File: src/rtl/cnd_pkg.sv
// ----------------------------------------------------------------------------
// cnd_pkg
// shared constants, types and constellation table functions for the demapper
// ----------------------------------------------------------------------------
package cnd_pkg;

    localparam int SW        = 16;           // sample width
    localparam int CW        = 16;           // rom coordinate width
    localparam int IW        = 10;           // point index width
    localparam int TAB_TOTAL = 348;
    localparam int TAB_AW    = 9;

    localparam logic [2:0] MOD_QPSK    = 3'd0;
    localparam logic [2:0] MOD_8PSK    = 3'd1;
    localparam logic [2:0] MOD_16QAM   = 3'd2;
    localparam logic [2:0] MOD_64QAM   = 3'd3;
    localparam logic [2:0] MOD_256QAM  = 3'd4;
    localparam logic [2:0] MOD_1024QAM = 3'd5;

    localparam logic [0:0] REG_MODULATION = 1'd0;
    localparam logic [0:0] REG_PROFILE    = 1'd1;

    typedef logic signed [CW-1:0] t_coord;

    typedef struct packed {
        logic [IW-1:0] symbol;
        logic [31:0]   nearest;
        logic [31:0]   next;
    } t_search_res;

    // millionths to q12, round half away from zero
    function automatic t_coord to_q12(input int m);
        longint mag;
        longint r;
        mag = (m < 0) ? -longint'(m) : longint'(m);
        r   = (mag * 4096 + 500000) / 1000000;
        return (m < 0) ? t_coord'(-r) : t_coord'(r);
    endfunction

    function automatic int base_x(input int k);
        int t[92];
        t = '{1000000, 0, -1000000, 0,
              1000000, 707107, 0, -707107, -1000000, -707107, 0, 707107,
              866025, 500000, 1000000, 258819, -500000, 0, -866025, -258819,
              500000, 0, 866025, 258819, -866025, -500000, -1000000, -258819,
              1000000, 822878, 821137, 932897, 0, 822878, 821137, 932897,
              568218, 588429, 588429, 588429, 568218, 588429, 588429, 588429,
              152996, 117686, 117686, 117686, 152996, 117686, 117686, 117686,
              360142, 353057, 353057, 353057, 360142, 353057, 353057, 353057,
              0, -822878, -821137, -932897, -1000000, -822878, -821137, -932897,
              -568218, -588429, -588429, -588429, -568218, -588429, -588429, -588429,
              -152996, -117686, -117686, -117686, -152996, -117686, -117686, -117686,
              -360142, -353057, -353057, -353057, -360142, -353057, -353057, -353057};
        return t[k];
    endfunction

    function automatic int base_y(input int k);
        int t[92];
        t = '{0, 1000000, 0, -1000000,
              0, 707107, 1000000, 707107, 0, -707107, -1000000, -707107,
              500000, 866025, 0, 258819, 866025, 1000000, 500000, 258819,
              -866025, -1000000, -500000, -258819, -500000, -866025, 0, -258819,
              0, 568218, 152996, 360142, -1000000, -568218, -152996, -360142,
              822878, 588429, 117686, 353057, -822878, -588429, -117686, -353057,
              821137, 588429, 117686, 353057, -821137, -588429, -117686, -353057,
              932897, 588429, 117686, 353057, -932897, -588429, -117686, -353057,
              1000000, 568218, 152996, 360142, 0, -568218, -152996, -360142,
              822878, 588429, 117686, 353057, -822878, -588429, -117686, -353057,
              821137, 588429, 117686, 353057, -821137, -588429, -117686, -353057,
              932897, 588429, 117686, 353057, -932897, -588429, -117686, -353057};
        return t[k];
    endfunction

    // tabled profile point k in millionths, x when sel_y is 0
    function automatic int tab_milli(input int k, input bit sel_y);
        int x0[16];
        int y0[16];
        int x1[16];
        int y1[16];
        int yin[16];
        int yedge[16];
        int cx[4];
        int r;
        int sg;
        int grp;
        int i;
        int x;
        int y;
        x0 = '{959366, 959366, 846499, 959366, 846499, 846499, 846499, 846499,
               959366, 959366, 846499, 959366, 846499, 846499, 846499, 846499};
        y0 = '{56433, 169300, 507899, 282166, 56433, 169300, 395033, 282166,
               -56433, -169300, -507899, -282166, -56433, -169300, -395033, -282166};
        x1 = '{169300, 56433, 733632, 733632, 733632, 733632, 733632, 733632,
               169300, 56433, 733632, 733632, 733632, 733632, 733632, 733632};
        y1 = '{959366, 998304, 507899, 620766, 56433, 169300, 395033, 282166,
               -959366, -998304, -507899, -620766, -56433, -169300, -395033, -282166};
        yin = '{846499, 733632, 507899, 620766, 56433, 169300, 395033, 282166,
                -846499, -733632, -507899, -620766, -56433, -169300, -395033, -282166};
        yedge = '{959366, 733632, 507899, 620766, 56433, 169300, 395033, 282166,
                  -959366, -733632, -507899, -620766, -56433, -169300, -395033, -282166};
        cx = '{56433, 169300, 395033, 282166};
        if (k < 92) begin
            return sel_y ? base_y(k) : base_x(k);
        end
        r   = k - 92;
        sg  = (r >= 128) ? -1 : 1;
        r   = r % 128;
        grp = r / 16;
        i   = r % 16;
        case (grp)
            0: begin x = x0[i]; y = y0[i]; end
            1: begin x = x1[i]; y = y1[i]; end
            2: begin x = 507899; y = yin[i]; end
            3: begin x = (i == 0 || i == 8) ? 282166 : 620766; y = yedge[i]; end
            default: begin x = cx[grp-4]; y = yin[i]; end
        endcase
        return sel_y ? y : sg * x;
    endfunction

    function automatic t_coord tab_coord(input logic [TAB_AW-1:0] a, input bit sel_y);
        if (int'(a) >= TAB_TOTAL) begin
            return t_coord'(0);
        end
        return to_q12(tab_milli(int'(a), sel_y));
    endfunction

    // square qam axis level for side = 2**sb, axis index g (gray)
    function automatic t_coord sq_coord(input int sb, input logic [4:0] g);
        int       side;
        int       b;
        int       a;
        int       s2;
        longint   mag;
        longint   lim;
        longint   n;
        logic [4:0] v;
        side = 1 << sb;
        v = g;
        for (int s = 1; s < 5; s++) begin
            v = v ^ (g >> s);
        end
        b = int'(v);
        a = 2 * b + 1 - side;
        s2 = (sb == 2) ? 10 : (sb == 3) ? 42 : (sb == 4) ? 170 : 682;
        mag = (a < 0) ? -a : a;
        lim = 4 * mag * mag * (longint'(1) << 24);
        n = 0;
        while ((2 * n + 1) * (2 * n + 1) * s2 <= lim) begin
            n++;
        end
        return (a < 0) ? t_coord'(-n) : t_coord'(n);
    endfunction

endpackage

File: src/rtl/cnd_div.sv
// ----------------------------------------------------------------------------
// cnd_div
// restoring divider for the confidence ratio, one quotient bit per cycle
// ----------------------------------------------------------------------------
module cnd_div (
    input  logic        i_clk,
    input  logic        i_rst_n,
    input  logic        i_start,
    input  logic [31:0] i_num,
    input  logic [31:0] i_den,
    output logic        o_done,
    output logic [15:0] o_quot
);
    import cnd_pkg::*;

    // numerator is (num << 16), quotient capped at 16 bits since num <= den
    logic [32:0] r_rem;
    logic [31:0] r_den;
    logic [16:0] r_q;
    logic [4:0]  r_cnt;
    logic        r_busy;
    logic [32:0] w_trial;

    assign w_trial = {r_rem[31:0], 1'b0};

    always_ff @(posedge i_clk) begin
        if (!i_rst_n) begin
            r_busy <= 1'b0;
            o_done <= 1'b0;
            r_cnt  <= '0;
        end else begin
            o_done <= 1'b0;
            if (i_start) begin
                r_busy <= 1'b1;
                r_cnt  <= 5'd17;
                r_rem  <= {1'b0, i_num};
                r_den  <= (i_den == 32'd0) ? 32'd1 : i_den;
                r_q    <= '0;
            end else if (r_busy) begin
                // first step compares num itself, then 16 shifted steps
                if (r_cnt == 5'd17) begin
                    if (r_rem >= {1'b0, r_den}) begin
                        r_rem <= r_rem - {1'b0, r_den};
                        r_q   <= 17'd1;
                    end
                end else if (w_trial >= {1'b0, r_den}) begin
                    r_rem <= w_trial - {1'b0, r_den};
                    r_q   <= {r_q[15:0], 1'b1};
                end else begin
                    r_rem <= w_trial;
                    r_q   <= {r_q[15:0], 1'b0};
                end
                r_cnt <= r_cnt - 5'd1;
                if (r_cnt == 5'd1) begin
                    r_busy <= 1'b0;
                    o_done <= 1'b1;
                end
            end
        end
    end

    assign o_quot = (r_q[16]) ? 16'hFFFF : r_q[15:0];
endmodule

File: config.mk
export PLATFORM = sky130hd
export DESIGN_NAME = cnd_div
export DESIGN_NICKNAME = d
export VERILOG_FILES = /design/src/rtl/cnd_pkg.sv /design/src/rtl/cnd_div.sv
export SDC_FILE = /design/constraint.sdc
export NUM_CORES = 1
export LEC_CHECK = 0
export ABC_AREA = 1
export BUFFER_PORTS_ARGS = -buffer_cell sky130_fd_sc_hd__buf_2
export CORE_MARGIN = 2
export CORE_UTILIZATION = 25
export CTS_BUF_LIST = sky130_fd_sc_hd__clkbuf_4 sky130_fd_sc_hd__clkbuf_8 sky130_fd_sc_hd__clkbuf_16
export DETAILED_ROUTE_END_ITERATION = 7
export SETUP_SLACK_MARGIN = 0.05
export SYNTH_ARGS = -nofsm -noshare
export SYNTH_HDL_FRONTEND = slang
export SYNTH_SLANG_ARGS = --single-unit
File: constraint.sdc
create_clock -name i_clk -period 12.2 [get_ports i_clk]
set_clock_uncertainty 0.2 [all_clocks]
set_input_delay 2.44 -clock i_clk [delete_from_list [all_inputs] [get_ports i_clk]]
set_output_delay 2.44 -clock i_clk [all_outputs]
set_load 0.05 [all_outputs]
# Yosys cells after proc, flatten, opt, wreduce, memory -nomap -nowiden
# Cells that the tools add are included.
# W data, S select, Z words.
# totals
regBits	89
out_inout_bits	17
wordCells	40
inputBits	67
# op_classes
bitwise_logic	2
reduce_logical	6
order_cmp	2
addsub	3
eq_ne	3
mux	16
# op_table
cell	count
$mux W33	4
$ge A33 B32 Y1	2
$sub A33 B32 Y33	2
$mux W17	3
$logic_not A32 Y1	1
$mux W32	1
$mux W16	1
$mux W5	2
$eq A5 B1 Y1 const B	1
$eq A5 B5 Y1 const B	1
$mux W1	5
$sub A5 B1 Y5 const B	1
$ne A3 B2 Y1 const B	1
$reduce_and A3 Y1	1
$reduce_or A3 Y1	1
$not A1 Y1	2
$reduce_and A2 Y1	1
$reduce_bool A2 Y1	1
$reduce_or A2 Y1	1

# Longest topological paths before layout
# depth
ltp_word	5
ltp_mapped	19
mapped_depth_nobuf	18

# Worst setup path after synthesis
# Ideal clock, no wire load.
# synth_path
path_type	input-to-reg
startpoint	input port i_start
endpoint	register r_q[0], enable pin
t_required_ps	11514
setup_ps	486
arrival_time_ps	5380
slack_ps	6133
path_stages	4
n_path_buf	0
path_cell_list	inv_1 nand2_1 nor4_1 a41oi_1
# synth_between
elab_chain_cells	2
elab_cells_between_ends	3
cone_classes	eq/ne: 1; reduce/logical: 2
# synth_rtl
element	line_no	text
start, declared	cnd_div.sv:8	input logic i_start,
$ne A3 B2 Y1 (no source line) / $reduce_bool A2 Y1 (equally long branches)	-	
$reduce_and A3 Y1 (no source line) *	-	
end signal, assigned	cnd_div.sv:48	r_q <= {r_q[15:0], 1'b1};
end signal, assigned	cnd_div.sv:51	r_q <= {r_q[15:0], 1'b0};
end, declared	cnd_div.sv:19	logic [16:0] r_q;
# Mark *: on every way between the ends. The rest lies on a longest branch, timed or not.
# A chain may end at the register's enable or synchronous reset.

# Final worst setup path
# layout_path
startpoint	input port i_start
endpoint	register r_rem[31], enable pin
# layout_between
elab_chain_cells	2
elab_cells_between_ends	3
cone_classes	eq/ne: 1; reduce/logical: 2
# layout_rtl
element	line_no	text
$ne A3 B2 Y1 (no source line) / $reduce_bool A2 Y1 (equally long branches)	-	
$reduce_and A3 Y1 (no source line) *	-	
end signal, assigned	cnd_div.sv:36	r_rem <= {1'b0, i_num};
end signal, assigned	cnd_div.sv:43	r_rem <= r_rem - {1'b0, r_den};
end signal, assigned	cnd_div.sv:47	r_rem <= w_trial - {1'b0, r_den};
end, declared	cnd_div.sv:17	logic [32:0] r_rem;
# Marks and branches as above.

==> impl_metrics.env <==
export IMPL_run_status="finished, final reports clean"
export IMPL_mappedNetlistArea_mm2=0.00925
export IMPL_yosysUniqueCellTypes=48
export IMPL_path_max_fanout=50
export IMPL_floorplan_die_height_um=196
export IMPL_leakagePower_nw=5.29
export IMPL_max_cap_viol_count=0
export IMPL_floorplan_initialDensity_pct=25.3
export IMPL_place_congestion=0.980
export IMPL_synth_seq_area_share_pct=28.1
export IMPL_num_rows=70
export IMPL_antenna_cells_inserted=0
export IMPL_drt_iter0_drc=926
export IMPL_timing_max_transition_violations_final=0
export IMPL_io_pin_count=84
export IMPL_area_growth_syn_to_layout_pct=11.7
export IMPL_setup_tns_final_ns=0
export IMPL_syn_avg_cell_area_um2=6.29
export IMPL_seq_power_share_pct=31.9
export IMPL_power_mw=1.22
export IMPL_max_clock_path_buffers=2
export IMPL_clk_transition_reported_paths_ns=0.07
export IMPL_cts_hold_fix_buffers=0
export IMPL_cts_sink_count=89
export IMPL_grt_pass1_vias=8857
export IMPL_power_per_cell_area_mw_per_mm2=118
export IMPL_relSlewSlack_pct=20.1
export IMPL_min_delay_path_class="flip-flop to flip-flop"
export IMPL_grt_start_max_net_pins=51
export IMPL_all_layer_global_routing_usage_pct=16.3
export IMPL_number_of_placed_cells_counting_well_taps=1972
export IMPL_cts_made_buffers=9
export IMPL_clock_power_share_pct=23.1
export IMPL_postCtsResizedCells=0
export IMPL_post_synth_top_area_cell="edfxtp_1"
export IMPL_instances_no_fill=1988
export IMPL_crit_path_end_kind="flip-flop"
export IMPL_synth_top_area_share_pct=26.6
export IMPL_p_comb_share_pct=45.0
export IMPL_total_overflow_reported_by_the_global_router=0
export IMPL_hold_violations=0
export IMPL_cts_root_buffer_cell="clkbuf_16"
export IMPL_routed_via_count=9401
export IMPL_netSwitchingPower_mw=0.533
export IMPL_drive_above_1_share_pct=9.87
export IMPL_syn_instance_count=1471
export IMPL_intPower_mw=0.688
export IMPL_p_sw_share_pct=43.6
export IMPL_fin_area_mm2=0.0103
export IMPL_detail_route_vias_per_cell=4.73
export IMPL_post_route_min_period_ns=4.55
export IMPL_synth_common_cells="nand2_1, inv_1, nor2_1"
export IMPL_average_wire_per_standard_cell_um=15.9
export IMPL_synth_enable_flop_cells=82
export IMPL_cp_arrival_ns=4.35
export IMPL_timing_final_crit_share_pct=37.3
export IMPL_placed_area_mm2=0.0100
export IMPL_initial_antenna_violation_count=0
export IMPL_report_final_setup_viol=0
export IMPL_timing_reg2reg_setup_slack_ns=8.82
export IMPL_drc=0
export IMPL_critical_path_class="input pin to flip-flop"
export IMPL_fp_dieW_um=196
export IMPL_dp_final_hpwl_mm=26.5
export IMPL_drt_pass1_iterations=5
export IMPL_yosys_warnings=0
export IMPL_post_route_util_pct=28.3
export IMPL_synth_area_top_cells="edfxtp_1, nand2_1, inv_1"
export IMPL_crit_path_start_kind="input pin"
export IMPL_ys_ff_latch=89
export IMPL_fmax_mhz=220
export IMPL_synth_most_common_cell="nand2_1"
export IMPL_cts_htree_levels=3
export IMPL_tritoncts="yes"
export IMPL_coreArea_mm2=0.0365
export IMPL_ant_nets=0
export IMPL_tightest_slew_ns=1.20
export IMPL_max_vdd_ir_drop_v=0.0000851
export IMPL_first_pass_grt_wire_length_mm=48.2
export IMPL_numPortBuffers=83
export IMPL_synth_fp_nets=1606
export IMPL_post_cts_repair_setup_buffers=0
export IMPL_clock_latency_ns=0.37
export IMPL_postSynth_topFlopCell="edfxtp_1"
export IMPL_die_area_mm2=0.0385
export IMPL_ys_async_sr_fraction_pct=0
export IMPL_grt_setup_unrepaired="no"
export IMPL_drt_wl_total_mm=31.7
export IMPL_worst_endpoint_required_ns=12.00
export IMPL_nNetsFinal=1650
[final cells by class]
class / count / area [um2]
Clock buffer: 9 / 225
Clock inverter: 7 / 58.8
Fill cell: 4055 / 26200
Inverter: 267 / 1000
Multi-Input combinational cell: 1062 / 5420
Sequential cell: 89 / 2600
Tap cell: 468 / 586
Timing Repair Buffer: 86 / 438
[worst max-delay path: stages]
cell and delay (ns):
buf_2 0.41, inv_1 0.11, buf_4 0.32, nand2_1 0.15, nand2_1 0.12, a41oi_4 0.18, buf_4 0.59
[kinds of logic (layout without fill, tap and decap cells)]
kind of cell | after synthesis | after routing | synth area share, %
xor gates and xnor gates | 23 | 23 | 2.18
AOI/OAI and AO/OA | 154 | 154 | 9.69
buffers and inverters | 320 | 369 | 13.5
DFF | 89 | 89 | 28.1
and+or+nand+nor | 817 | 817 | 37.1
adders and majority gates | 68 | 68 | 9.36
[registers in the layout, summed over array words and instances (netlist names)]
register	cells
o_done	1
r_cnt	5
r_q	17
r_den	32
r_rem	33
r_busy	1
[cell usage in the layout, fill, tap and decap left out, drive strengths merged]
cell / netlist / final
a21o: 2 / 2
nor3: 13 / 13
o311ai: 1 / 1
fa: 2 / 2
edfxtp: 82 / 82
nand3b: 9 / 9
a211oi: 1 / 1
and3: 1 / 1
a31oi: 1 / 1
o221ai: 1 / 1
o31ai: 1 / 1
buf: 12 / 86
o21bai: 13 / 13
a21oi: 101 / 101
dfxtp: 7 / 7
nand2: 493 / 493
nor3b: 2 / 2
a41oi: 1 / 1
clkinv: 0 / 1
and2: 3 / 3
nand3: 111 / 111
o21a: 3 / 3
xor2: 6 / 6
nor4: 15 / 15
ha: 66 / 66
clkbuf: 41 / 9
a2bb2oi: 1 / 1
clkinvlp: 0 / 1
or2: 12 / 12
nor2: 141 / 141
nand4: 17 / 17
o21ai: 27 / 27
o211ai: 1 / 1
xnor2: 17 / 17
inv: 267 / 272
[stage by stage]
| stage | setup slack [ns] | hold slack [ns] |
|---|---|---|
| CTS | 7.67 | 0.264 |
| global placement | 7.30 | 0.248 |
| global route | 7.55 | 0.288 |
| detailed placement | 7.28 | 0.254 |
| finish | 7.65 | 0.261 |
| floorplan | 6.13 | 0.216 |
[power by group through the flow]
| stage | Clock (mW) | Sequential [mW] | Combinational, mW |
|---|---|---|---|
| final | 0.282 | 0.389 | 0.550 |
| after global routing | 0.299 | 0.391 | 0.612 |
| after CTS | 0.287 | 0.388 | 0.542 |
| after detailed placement | 0 | 0.395 | 0.539 |
| after global placement | 0 | 0.394 | 0.534 |
| after floorplan | 0 | 0.385 | 0.406 |
[routing by layer]
layer | GRT usage (%) | up-vias | wire, um
met4 | 4.71 | 0 | 627
met5 | 0 | - | 0
met1 | 21.9 | 4370 | 14700
li1 | - | 4744 | -
met3 | 1.90 | 41 | 1460
met2 | 27.6 | 246 | 14900
[final timing paths]
check / from / end / cells past startpoint
max: i_start / r_rem[31]$_DFFE_PP_ / 7
min: r_cnt[4]$_SDFFE_PN0N_ / o_done$_SDFF_PP0_ / 1
max reg2reg: r_rem[7]$_DFFE_PP_ / r_rem[31]$_DFFE_PP_ / 10
min reg2reg: r_cnt[4]$_SDFFE_PN0N_ / o_done$_SDFF_PP0_ / 1
No activity file was read; power rests on OpenSTA's default activity.
